==> config.mk <==
export PLATFORM = sky130hd
export DESIGN_NAME = sd_spi_command_transaction_flat
export DESIGN_NICKNAME = d
export VERILOG_FILES = /design/src/rtl/sdsc_pkg.sv /design/src/rtl/sdsc_in_if.sv /design/src/rtl/sdsc_out_if.sv /design/src/rtl/sdsc_in_stage.sv /design/src/rtl/sdsc_step.sv /design/src/rtl/sdsc_out_reg.sv /design/src/rtl/sd_spi_command_transaction.sv /design/src/flat_wrapper.sv
export SDC_FILE = /design/constraint.sdc
export NUM_CORES = 1
export LEC_CHECK = 0
export ABC_AREA = 1
export BUFFER_PORTS_ARGS = -buffer_cell sky130_fd_sc_hd__buf_2
export CAP_MARGIN = 0
export CORE_MARGIN = 10
export CORE_UTILIZATION = 58
export CTS_CLUSTER_SIZE = 14
export DETAILED_ROUTE_END_ITERATION = 6
export GPL_ROUTABILITY_DRIVEN = 0
export PLACE_DENSITY_LB_ADDON = 0.12
export SYNTH_ARGS = -nofsm -noshare
export SYNTH_HDL_FRONTEND = slang
export SYNTH_SLANG_ARGS = --single-unit
==> constraint.sdc <==
create_clock -name clk -period 2.6 [get_ports clk]
set_input_delay 0.52 -clock clk [delete_from_list [all_inputs] [get_ports clk]]
set_output_delay 0.52 -clock clk [all_outputs]
set_load 0.01 [all_outputs]
==> src/rtl/sdsc_pkg.sv <==
// Types and constants shared by the SD SPI command engine.
package sdsc_pkg;

  localparam int CFG_IDX_W  = 1;
  localparam int CFG_DATA_W = 16;

  localparam logic [CFG_IDX_W-1:0] REG_READY_TIMEOUT = 1'b0;
  localparam logic [CFG_IDX_W-1:0] REG_POLL_LIMIT    = 1'b1;

  localparam logic [15:0] READY_TIMEOUT_RST = 16'd500;
  localparam logic [7:0]  POLL_LIMIT_RST    = 8'd10;

  localparam logic [1:0] CMD_START = 2'd0;
  localparam logic [1:0] CMD_BYTE  = 2'd1;
  localparam logic [1:0] CMD_TICK  = 2'd2;

  localparam logic [7:0] BYTE_IDLE   = 8'hFF;
  localparam logic [7:0] CMD55_BYTE  = 8'h77;
  localparam logic [7:0] CMD0_BYTE   = 8'h40;
  localparam logic [7:0] CMD8_BYTE   = 8'h48;
  localparam logic [7:0] CMD12_BYTE  = 8'h4C;
  localparam logic [7:0] CRC_CMD0    = 8'h95;
  localparam logic [7:0] CRC_CMD8    = 8'h87;
  localparam logic [7:0] CRC_OTHER   = 8'h01;

  localparam logic [2:0] LAST_PKT_IDX = 3'd5;

  typedef enum logic [2:0] {
    PH_IDLE,
    PH_DUMMY,
    PH_READY,
    PH_SEND,
    PH_STUFF,
    PH_POLL
  } phase_t;

  typedef struct packed {
    logic [1:0]  cmd;
    logic [7:0]  command_byte;
    logic [31:0] argument;
    logic [7:0]  miso_byte;
  } in_item_t;

  typedef struct packed {
    logic        out_kind;
    logic [7:0]  mosi_byte;
    logic        card_select;
    logic [7:0]  response;
  } res_item_t;

  typedef struct packed {
    logic      valid;
    res_item_t item;
  } step_res_t;

endpackage

==> src/rtl/sdsc_in_if.sv <==
// Input channel: valid/ready with the command item payload.
interface sdsc_in_if;
  logic        valid;
  logic        ready;
  logic [1:0]  cmd;
  logic [7:0]  command_byte;
  logic [31:0] argument;
  logic [7:0]  miso_byte;

  modport source (output valid, cmd, command_byte, argument, miso_byte, input ready);
  modport sink   (input valid, cmd, command_byte, argument, miso_byte, output ready);
endinterface

==> src/rtl/sdsc_out_if.sv <==
// Result channel: valid/ready with the result item payload.
interface sdsc_out_if;
  logic       valid;
  logic       ready;
  logic       out_kind;
  logic [7:0] mosi_byte;
  logic       card_select;
  logic [7:0] response;

  modport source (output valid, out_kind, mosi_byte, card_select, response, input ready);
  modport sink   (input valid, out_kind, mosi_byte, card_select, response, output ready);
endinterface

==> src/rtl/sdsc_in_stage.sv <==
// Input register stage: holds one accepted item for the step logic.
module sdsc_in_stage (
  input  logic               clk,
  input  logic               rst_n,
  sdsc_in_if.sink            in_ch,
  input  logic               adv,
  output logic               item_vld,
  output sdsc_pkg::in_item_t item
);

  logic               vld_r, vld_nxt;
  sdsc_pkg::in_item_t item_r;
  logic               take;

  assign in_ch.ready = !vld_r || adv;
  assign take        = in_ch.valid && in_ch.ready;

  always_comb begin
    vld_nxt = vld_r;
    if (adv) begin
      vld_nxt = 1'b0;
    end
    if (take) begin
      vld_nxt = 1'b1;
    end
  end

  always_ff @(posedge clk) begin
    if (!rst_n) begin
      vld_r <= 1'b0;
    end else begin
      vld_r <= vld_nxt;
    end
  end

  always_ff @(posedge clk) begin
    if (take) begin
      item_r <= '{cmd: in_ch.cmd, command_byte: in_ch.command_byte,
                  argument: in_ch.argument, miso_byte: in_ch.miso_byte};
    end
  end

  assign item_vld = vld_r;
  assign item     = item_r;

endmodule

==> src/rtl/sdsc_step.sv <==
// Command sequencer: state registers, config registers and per-item step logic.
module sdsc_step (
  input  logic                               clk,
  input  logic                               rst_n,
  input  logic                               fire,
  input  sdsc_pkg::in_item_t                 item,
  input  logic                               cfg_we,
  input  logic [sdsc_pkg::CFG_IDX_W-1:0]     cfg_index,
  input  logic [sdsc_pkg::CFG_DATA_W-1:0]    cfg_wdata,
  output sdsc_pkg::step_res_t                res
);

  sdsc_pkg::phase_t phase_r, phase_nxt;
  logic [6:0]  active_r, active_nxt;
  logic [31:0] arg_r, arg_nxt;
  logic        prefix_r, prefix_nxt;
  logic [2:0]  bi_r, bi_nxt;
  logic [15:0] ticks_r, ticks_nxt;
  logic [7:0]  polls_r, polls_nxt;
  logic        sel_r, sel_nxt;
  logic [15:0] timeout_r;
  logic [7:0]  limit_r;

  logic [7:0]  cur_cmd;
  logic [31:0] cur_arg;
  logic [7:0]  rx;
  logic        is_byte;
  logic [2:0]  bi_inc;
  logic [7:0]  poll_dec;
  logic [7:0]  limit_eff;
  logic        fin;
  logic [7:0]  fin_res;
  logic        relaunch;

  function automatic logic [7:0] pkt_byte(input logic [2:0] idx, input logic [7:0] c,
                                          input logic [31:0] a);
    logic [7:0] b;
    case (idx)
      3'd0: b = c;
      3'd1: b = a[31:24];
      3'd2: b = a[23:16];
      3'd3: b = a[15:8];
      3'd4: b = a[7:0];
      default: begin
        if (c == sdsc_pkg::CMD0_BYTE) begin
          b = sdsc_pkg::CRC_CMD0;
        end else if (c == sdsc_pkg::CMD8_BYTE) begin
          b = sdsc_pkg::CRC_CMD8;
        end else begin
          b = sdsc_pkg::CRC_OTHER;
        end
      end
    endcase
    return b;
  endfunction

  assign cur_cmd   = prefix_r ? sdsc_pkg::CMD55_BYTE : {1'b0, active_r};
  assign cur_arg   = prefix_r ? 32'd0 : arg_r;
  assign rx        = item.miso_byte;
  assign is_byte   = fire && (item.cmd == sdsc_pkg::CMD_BYTE);
  assign bi_inc    = bi_r + 3'd1;
  assign poll_dec  = (polls_r != 8'd0) ? polls_r - 8'd1 : 8'd0;
  assign limit_eff = (limit_r != 8'd0) ? limit_r : 8'd1;

  // end of one command attempt: ready timeout, R1 settled or poll limit reached
  assign fin = is_byte &&
               (((phase_r == sdsc_pkg::PH_READY) && (rx != sdsc_pkg::BYTE_IDLE) &&
                 (ticks_r == 16'd0)) ||
                ((phase_r == sdsc_pkg::PH_POLL) && !(rx[7] && (poll_dec != 8'd0))));
  assign fin_res  = (phase_r == sdsc_pkg::PH_READY) ? sdsc_pkg::BYTE_IDLE : rx;
  // CMD55 answered with 0 or 1: go on with the real command
  assign relaunch = fin && prefix_r && (fin_res[7:1] == 7'd0);

  // next phase
  always_comb begin
    phase_nxt = phase_r;
    if (fire) begin
      case (item.cmd)
        sdsc_pkg::CMD_START: begin
          if (phase_r == sdsc_pkg::PH_IDLE) begin
            phase_nxt = sdsc_pkg::PH_DUMMY;
          end
        end
        sdsc_pkg::CMD_BYTE: begin
          case (phase_r)
            sdsc_pkg::PH_DUMMY: phase_nxt = sdsc_pkg::PH_READY;
            sdsc_pkg::PH_READY: begin
              if (rx == sdsc_pkg::BYTE_IDLE) begin
                phase_nxt = sdsc_pkg::PH_SEND;
              end else if (fin) begin
                phase_nxt = relaunch ? sdsc_pkg::PH_DUMMY : sdsc_pkg::PH_IDLE;
              end
            end
            sdsc_pkg::PH_SEND: begin
              if (bi_inc > sdsc_pkg::LAST_PKT_IDX) begin
                phase_nxt = (cur_cmd == sdsc_pkg::CMD12_BYTE) ? sdsc_pkg::PH_STUFF
                                                              : sdsc_pkg::PH_POLL;
              end
            end
            sdsc_pkg::PH_STUFF: phase_nxt = sdsc_pkg::PH_POLL;
            sdsc_pkg::PH_POLL: begin
              if (fin) begin
                phase_nxt = relaunch ? sdsc_pkg::PH_DUMMY : sdsc_pkg::PH_IDLE;
              end
            end
            default: phase_nxt = phase_r;
          endcase
        end
        default: phase_nxt = phase_r;
      endcase
    end
  end

  // datapath and result
  always_comb begin
    active_nxt = active_r;
    arg_nxt    = arg_r;
    prefix_nxt = prefix_r;
    bi_nxt     = bi_r;
    ticks_nxt  = ticks_r;
    polls_nxt  = polls_r;
    sel_nxt    = sel_r;
    res.valid            = 1'b0;
    res.item.out_kind    = 1'b0;
    res.item.mosi_byte   = sdsc_pkg::BYTE_IDLE;
    res.item.response    = 8'd0;
    if (fire) begin
      case (item.cmd)
        sdsc_pkg::CMD_START: begin
          if (phase_r == sdsc_pkg::PH_IDLE) begin
            active_nxt = item.command_byte[6:0];
            prefix_nxt = item.command_byte[7];
            arg_nxt    = item.argument;
            bi_nxt     = 3'd0;
            sel_nxt    = 1'b0;
            ticks_nxt  = timeout_r;
            res.valid  = 1'b1;
          end
        end
        sdsc_pkg::CMD_TICK: begin
          if (((phase_r == sdsc_pkg::PH_DUMMY) || (phase_r == sdsc_pkg::PH_READY)) &&
              (ticks_r != 16'd0)) begin
            ticks_nxt = ticks_r - 16'd1;
          end
        end
        sdsc_pkg::CMD_BYTE: begin
          case (phase_r)
            sdsc_pkg::PH_DUMMY: res.valid = 1'b1;
            sdsc_pkg::PH_READY: begin
              if (rx == sdsc_pkg::BYTE_IDLE) begin
                bi_nxt             = 3'd0;
                res.valid          = 1'b1;
                res.item.mosi_byte = cur_cmd;
              end else if (!fin) begin
                res.valid = 1'b1;
              end
            end
            sdsc_pkg::PH_SEND: begin
              res.valid = 1'b1;
              if (bi_inc <= sdsc_pkg::LAST_PKT_IDX) begin
                bi_nxt             = bi_inc;
                res.item.mosi_byte = pkt_byte(bi_inc, cur_cmd, cur_arg);
              end else begin
                bi_nxt = 3'd0;
                if (cur_cmd != sdsc_pkg::CMD12_BYTE) begin
                  polls_nxt = limit_eff;
                end
              end
            end
            sdsc_pkg::PH_STUFF: begin
              polls_nxt = limit_eff;
              res.valid = 1'b1;
            end
            sdsc_pkg::PH_POLL: begin
              polls_nxt = poll_dec;
              if (!fin) begin
                res.valid = 1'b1;
              end
            end
            default: res.valid = 1'b0;
          endcase
        end
        default: res.valid = 1'b0;
      endcase
      if (fin) begin
        prefix_nxt = 1'b0;
        res.valid  = 1'b1;
        if (relaunch) begin
          sel_nxt   = 1'b0;
          ticks_nxt = timeout_r;
        end else begin
          bi_nxt             = 3'd0;
          res.item.out_kind  = 1'b1;
          res.item.mosi_byte = 8'd0;
          res.item.response  = fin_res;
        end
      end
    end
    res.item.card_select = sel_nxt;
  end

  always_ff @(posedge clk) begin
    if (!rst_n) begin
      phase_r  <= sdsc_pkg::PH_IDLE;
      active_r <= '0;
      arg_r    <= '0;
      prefix_r <= 1'b0;
      bi_r     <= '0;
      ticks_r  <= '0;
      polls_r  <= '0;
      sel_r    <= 1'b1;
    end else begin
      phase_r  <= phase_nxt;
      active_r <= active_nxt;
      arg_r    <= arg_nxt;
      prefix_r <= prefix_nxt;
      bi_r     <= bi_nxt;
      ticks_r  <= ticks_nxt;
      polls_r  <= polls_nxt;
      sel_r    <= sel_nxt;
    end
  end

  always_ff @(posedge clk) begin
    if (!rst_n) begin
      timeout_r <= sdsc_pkg::READY_TIMEOUT_RST;
      limit_r   <= sdsc_pkg::POLL_LIMIT_RST;
    end else if (cfg_we) begin
      case (cfg_index)
        sdsc_pkg::REG_READY_TIMEOUT: timeout_r <= cfg_wdata;
        sdsc_pkg::REG_POLL_LIMIT:    limit_r   <= cfg_wdata[7:0];
        default: ;
      endcase
    end
  end

endmodule

==> src/rtl/sdsc_out_reg.sv <==
// Result register: holds one result until the sink takes it.
module sdsc_out_reg (
  input  logic                clk,
  input  logic                rst_n,
  input  logic                fire,
  input  sdsc_pkg::step_res_t res,
  output logic                adv,
  sdsc_out_if.source          out_ch
);

  logic                vld_r, vld_nxt;
  sdsc_pkg::res_item_t item_r;

  assign adv = !vld_r || out_ch.ready;

  always_comb begin
    vld_nxt = vld_r;
    if (adv) begin
      vld_nxt = fire && res.valid;
    end
  end

  always_ff @(posedge clk) begin
    if (!rst_n) begin
      vld_r <= 1'b0;
    end else begin
      vld_r <= vld_nxt;
    end
  end

  always_ff @(posedge clk) begin
    if (fire && res.valid) begin
      item_r <= res.item;
    end
  end

  assign out_ch.valid       = vld_r;
  assign out_ch.out_kind    = item_r.out_kind;
  assign out_ch.mosi_byte   = item_r.mosi_byte;
  assign out_ch.card_select = item_r.card_select;
  assign out_ch.response    = item_r.response;

endmodule

==> src/rtl/sd_spi_command_transaction.sv <==
// Top level of the SD card SPI-mode command engine.
// An item waits in the input register until stepped; any result is registered.
// One item per cycle unless the result side stalls; state updates in one step.
// Stalls on the result side back up through the input register only.
// Reset (rst_n low, synchronous): idle, card released, timeout 500, poll limit 10.
// No clearing pass; the block takes items the cycle after reset drops.
module sd_spi_command_transaction (
  input  logic                               clk,
  input  logic                               rst_n,
  sdsc_in_if.sink                            in_ch,
  sdsc_out_if.source                         out_ch,
  input  logic                               cfg_we,
  input  logic [sdsc_pkg::CFG_IDX_W-1:0]     cfg_index,
  input  logic [sdsc_pkg::CFG_DATA_W-1:0]    cfg_wdata
);

  // adv: result register can take a new value this cycle
  logic                adv;
  logic                item_vld;
  logic                fire;
  sdsc_pkg::in_item_t  item;
  sdsc_pkg::step_res_t res;

  // input register; refills in the same cycle it drains
  sdsc_in_stage u_in (
    .clk      (clk),
    .rst_n    (rst_n),
    .in_ch    (in_ch),
    .adv      (adv),
    .item_vld (item_vld),
    .item     (item)
  );

  // a held item is stepped whenever its result (if any) has room
  assign fire = item_vld && adv;

  // sequencer: phases dummy, ready wait, packet, stuff byte, R1 poll
  sdsc_step u_step (
    .clk       (clk),
    .rst_n     (rst_n),
    .fire      (fire),
    .item      (item),
    .cfg_we    (cfg_we),
    .cfg_index (cfg_index),
    .cfg_wdata (cfg_wdata),
    .res       (res)
  );

  // result register toward the sink; ticks and ignored items leave it untouched
  sdsc_out_reg u_out (
    .clk    (clk),
    .rst_n  (rst_n),
    .fire   (fire),
    .res    (res),
    .adv    (adv),
    .out_ch (out_ch)
  );

endmodule

==> src/flat_wrapper.sv <==
// flat-port wrapper written by rule: the top's interface ports become plain ports
module sd_spi_command_transaction_flat 
  (clk, rst_n, cfg_we, cfg_index, cfg_wdata, in_ch_valid, in_ch_cmd, in_ch_command_byte, in_ch_argument, in_ch_miso_byte, in_ch_ready, out_ch_valid, out_ch_out_kind, out_ch_mosi_byte, out_ch_card_select, out_ch_response, out_ch_ready);
  sdsc_in_if in_ch_i ();
  sdsc_out_if out_ch_i ();
  input  logic clk;
  input  logic rst_n;
  input  logic cfg_we;
  input  logic [sdsc_pkg::CFG_IDX_W-1:0] cfg_index;
  input  logic [sdsc_pkg::CFG_DATA_W-1:0] cfg_wdata;
  input wire logic [$bits(in_ch_i.valid)-1:0] in_ch_valid;
  input wire logic [$bits(in_ch_i.cmd)-1:0] in_ch_cmd;
  input wire logic [$bits(in_ch_i.command_byte)-1:0] in_ch_command_byte;
  input wire logic [$bits(in_ch_i.argument)-1:0] in_ch_argument;
  input wire logic [$bits(in_ch_i.miso_byte)-1:0] in_ch_miso_byte;
  output wire logic [$bits(in_ch_i.ready)-1:0] in_ch_ready;
  output wire logic [$bits(out_ch_i.valid)-1:0] out_ch_valid;
  output wire logic [$bits(out_ch_i.out_kind)-1:0] out_ch_out_kind;
  output wire logic [$bits(out_ch_i.mosi_byte)-1:0] out_ch_mosi_byte;
  output wire logic [$bits(out_ch_i.card_select)-1:0] out_ch_card_select;
  output wire logic [$bits(out_ch_i.response)-1:0] out_ch_response;
  input wire logic [$bits(out_ch_i.ready)-1:0] out_ch_ready;
  assign in_ch_i.valid = in_ch_valid;
  assign in_ch_i.cmd = in_ch_cmd;
  assign in_ch_i.command_byte = in_ch_command_byte;
  assign in_ch_i.argument = in_ch_argument;
  assign in_ch_i.miso_byte = in_ch_miso_byte;
  assign in_ch_ready = in_ch_i.ready;
  assign out_ch_valid = out_ch_i.valid;
  assign out_ch_out_kind = out_ch_i.out_kind;
  assign out_ch_mosi_byte = out_ch_i.mosi_byte;
  assign out_ch_card_select = out_ch_i.card_select;
  assign out_ch_response = out_ch_i.response;
  assign out_ch_i.ready = out_ch_ready;
  sd_spi_command_transaction u_core (.clk(clk), .rst_n(rst_n), .in_ch(in_ch_i), .out_ch(out_ch_i), .cfg_we(cfg_we), .cfg_index(cfg_index), .cfg_wdata(cfg_wdata));
endmodule
==> impl_metrics.json <==
{
  "status": "complete, no violations",
  "crit_fanout": 7,
  "drtIter0Drc": 599,
  "wl_per_cell_um": 15.2,
  "finalNetCount": 1121,
  "yosys.area.top_type": "edfxtp_1",
  "cp.required_ns": 2.80,
  "cts_sinks": 165,
  "rsz0062_at_grt": "true",
  "drt_wl_total_um": 18700,
  "post_cts_buffers": 0,
  "critPathMaxStageDelay_ns": 0.36,
  "ctsLongestPathBuffers": 2,
  "hold_viol": 0,
  "grt_pass1_wl_um": 30500,
  "syn_nets": 1034,
  "async_reset_ff_frac": 0,
  "antenna_found_initial": 0,
  "drive_above_1_share": 0.170,
  "grt_max_degree": 72,
  "first_pass_iters": 5,
  "criticalPathCategory": "flop to flop",
  "avgSynthCellArea_um2": 8.21,
  "grt_usage": 0.203,
  "slew_headroom": 0.569,
  "yosys_warnings": 0,
  "cp_cell_sequence": "ha_1, xnor2_2, nor2_1, a22o_1, o21ai_0, nand3_1, a21oi_1, o21ai_1, nand2_1, inv_1",
  "crit_path_top_delay_cell": "dfxtp_1",
  "final_util": 0.686,
  "synth_area_um2": 7830,
  "drc": 0,
  "synth_top_flop_cell": "dfxtp_1",
  "grt_pass1_vias": 6465,
  "layout_worst_path_cycle_share": 0.909,
  "overflow": 0,
  "synth_cells": 953,
  "startpoint_type": "flop",
  "leakagePower_nw": 3.87,
  "die_w_um": 136,
  "clk_pin_slew_worst_paths_ns": 0.07,
  "yosysTopAreaCellShare": 0.261,
  "numCtsBuffers": 17,
  "endpoint_kind": "flop",
  "core_um2": 13200,
  "tightestPinTransition_ns": 0.647,
  "die_h_um": 136,
  "start_util": 0.591,
  "synth_edf_count": 68,
  "vias": 6684,
  "ys_ff_latch": 165,
  "power_density_nw_per_um2": 655,
  "dpl_cell_area_um2": 8420,
  "yosys-top-cells-area": "edfxtp_1, dfxtp_1, nand2_1",
  "path_buf_inv": 1,
  "cpLargestDelayFamily": "compound AO/OA/AOI/OAI gates",
  "period_minus_slack_ns": 2.36,
  "power_mw": 5.95,
  "dp_hpwl_um": 12600,
  "clock_latency_ns": 0.44,
  "setup_ws_ns": 0.237,
  "ys_seq_area_frac": 0.509,
  "finalMaxSlewViolations": 0,
  "pin_count": 92,
  "cts_root_buf": "clkbuf_16",
  "preCtsSetupSlack_ns": 0.0871,
  "fmax_ghz": 0.423,
  "skew_ns": 0.00884,
  "setup_viol": 0,
  "vias_per_cell": 5.44,
  "max-cap-violations": 0,
  "io_buffers": 91,
  "hold_path.class": "input port to flop",
  "synth_cell_types": 44,
  "area_growth_pct": 16.0,
  "rows": 42,
  "finalInstanceArea_um2": 9080,
  "htreeDepth": 4,
  "die_area_um2": 18500,
  "cts_tree": "built",
  "antenna_cells": 0,
  "hold_buffers": 0,
  "cp.arrival_ns": 2.56,
  "peakVddDrop_mv": 0.780,
  "drtAntennaViolNets": 0
}
-- worst paths after layout --
check	slack, ns	end	from	cells after the start
setup / recovery	0.24	u_core.u_out.out_ch.mosi_byte[4]$_SDFFCE_PN1P_	u_core.u_step.bi_r[0]$_SDFFE_PN0P_	10
hold / removal	0.25	u_core.u_in.item[46]$_DFFE_PP_	in_ch_command_byte[6]	1
setup reg to reg	0.24	u_core.u_out.out_ch.mosi_byte[4]$_SDFFCE_PN1P_	u_core.u_step.bi_r[0]$_SDFFE_PN0P_	10
hold reg to reg	0.45	u_core.u_step.arg_r[7]$_SDFFE_PN0P_	u_core.u_step.arg_r[7]$_SDFFE_PN0P_	2
-- registers in the layout (all words and copies together), names as in the netlist --
register,flops
u_core.u_step.active_r,7
u_core.u_step.timeout_r,16
u_core.u_step.polls_r,8
u_core.u_step.arg_r,32
u_core.u_step.sel_r,1
u_core.u_out.out_ch.valid,1
u_core.u_step.ticks_r,16
u_core.u_in.item_vld,1
u_core.u_out.out_ch.mosi_byte,8
u_core.u_in.item,50
u_core.u_step.limit_r,8
u_core.u_step.prefix_r,1
u_core.u_out.out_ch.response,8
u_core.u_step.phase_r,3
u_core.u_step.bi_r,3
u_core.u_out.out_ch.out_kind,1
u_core.u_out.out_ch.card_select,1
-- metrics by stage --
stage | TNS, ns | std cells | hold slack, ns
2_1_floorplan | 0 | 953 | 0.424
3_3_place_gp | 0 | 1195 | 0.437
3_5_place_dp | 0 | 1195 | 0.441
4_1_cts | 0 | 1227 | 0.245
5_1_grt | -0.00960 | 1229 | 0.236
6_report | 0 | 1229 | 0.254
-- placed cells by master, fill, tap and decap left out, types with 2 or more instances in the layout --
cell type,n
nand3_2,2
nand3_1,53
buf_4,11
inv_2,10
buf_2,91
nand2_2,3
nor2_2,9
xor2_1,13
bufinv_16,3
nand2_1,167
clkinv_1,2
o22ai_1,8
a22o_1,4
clkbuf_16,17
a211oi_1,13
o21ai_1,6
a32o_1,3
a21oi_1,64
nor2_1,134
inv_8,4
inv_6,5
a221oi_1,3
inv_1,90
clkbuf_1,2
o211ai_1,15
nand4_1,6
o21ai_0,101
dfxtp_1,97
a31oi_1,2
ha_1,8
buf_12,2
nand3_4,3
a22oi_1,4
o211ai_2,2
nor3_1,7
a21oi_2,7
edfxtp_1,68
-- cell usage after synthesis (6+ instances only) --
library cell,n
a21oi_2,7
ha_1,9
a21oi_1,64
buf_2,11
o21ai_1,6
xor2_1,13
o211ai_1,15
nor2_2,8
nand4_1,6
o21ai_0,101
a211oi_1,13
inv_1,93
nor3_1,7
nand3_1,53
clkbuf_1,21
o22ai_1,8
inv_2,7
dfxtp_1,97
edfxtp_1,68
nor2_1,135
nand2_1,169
-- worst reg2reg max path, stage by stage, from the launching register on --
cell	delay, ns
dfxtp_1	0.36
ha_1	0.24
xnor2_2	0.32
nor2_1	0.22
a22o_1	0.24
o21ai_0	0.28
nand3_1	0.13
a21oi_1	0.14
o21ai_1	0.08
nand2_1	0.07
inv_1	0.04
-- repair_timing --
action                                  4_1_cts  5_1_grt
endpoints found under the setup margin        0       27
endpoints found under the hold margin         0        0
resized for setup                             0        9
-- metal layers --
layer | track usage | up-vias | share of wire
li1 | - | 3390 | -
met1 | 0.240 | 3018 | 0.42
met2 | 0.350 | 238 | 0.49
met3 | 0.0487 | 38 | 0.064
met4 | 0.0740 | 0 | 0.019
met5 | 0 | - | 0
-- kinds of logic after synthesis --
logic type      after synthesis  share of synthesized area
xor+xnor                     14                     0.0166
simple gates                390                      0.211
compound gates              234                      0.173
buf+inv                     141                     0.0762
fa+ha+maj                     9                     0.0144
flops                       165                      0.509
-- area by class of cell --
class | instances | area (um^2)
clock buffer | 19 | 433
timing repair buffer | 105 | 589
tap | 176 | 220
clock inverter | 13 | 184
fill | 1111 | 4160
inverter | 102 | 383
sequential | 165 | 3980
multi-input combinational | 649 | 3290
-- power by group --
| group | internal [mW] | total, mW | switching [mW] | leakage, nW |
|---|---|---|---|---|
| registers | 2.80 | 2.86 | 0.0608 | 1.45 |
| logic | 0.163 | 0.446 | 0.283 | 2.11 |
| clock network | 1.55 | 2.64 | 1.09 | 0.305 |
| total | 4.52 | 5.95 | 1.44 | 3.87 |
(Power assumes the default switching activity.)
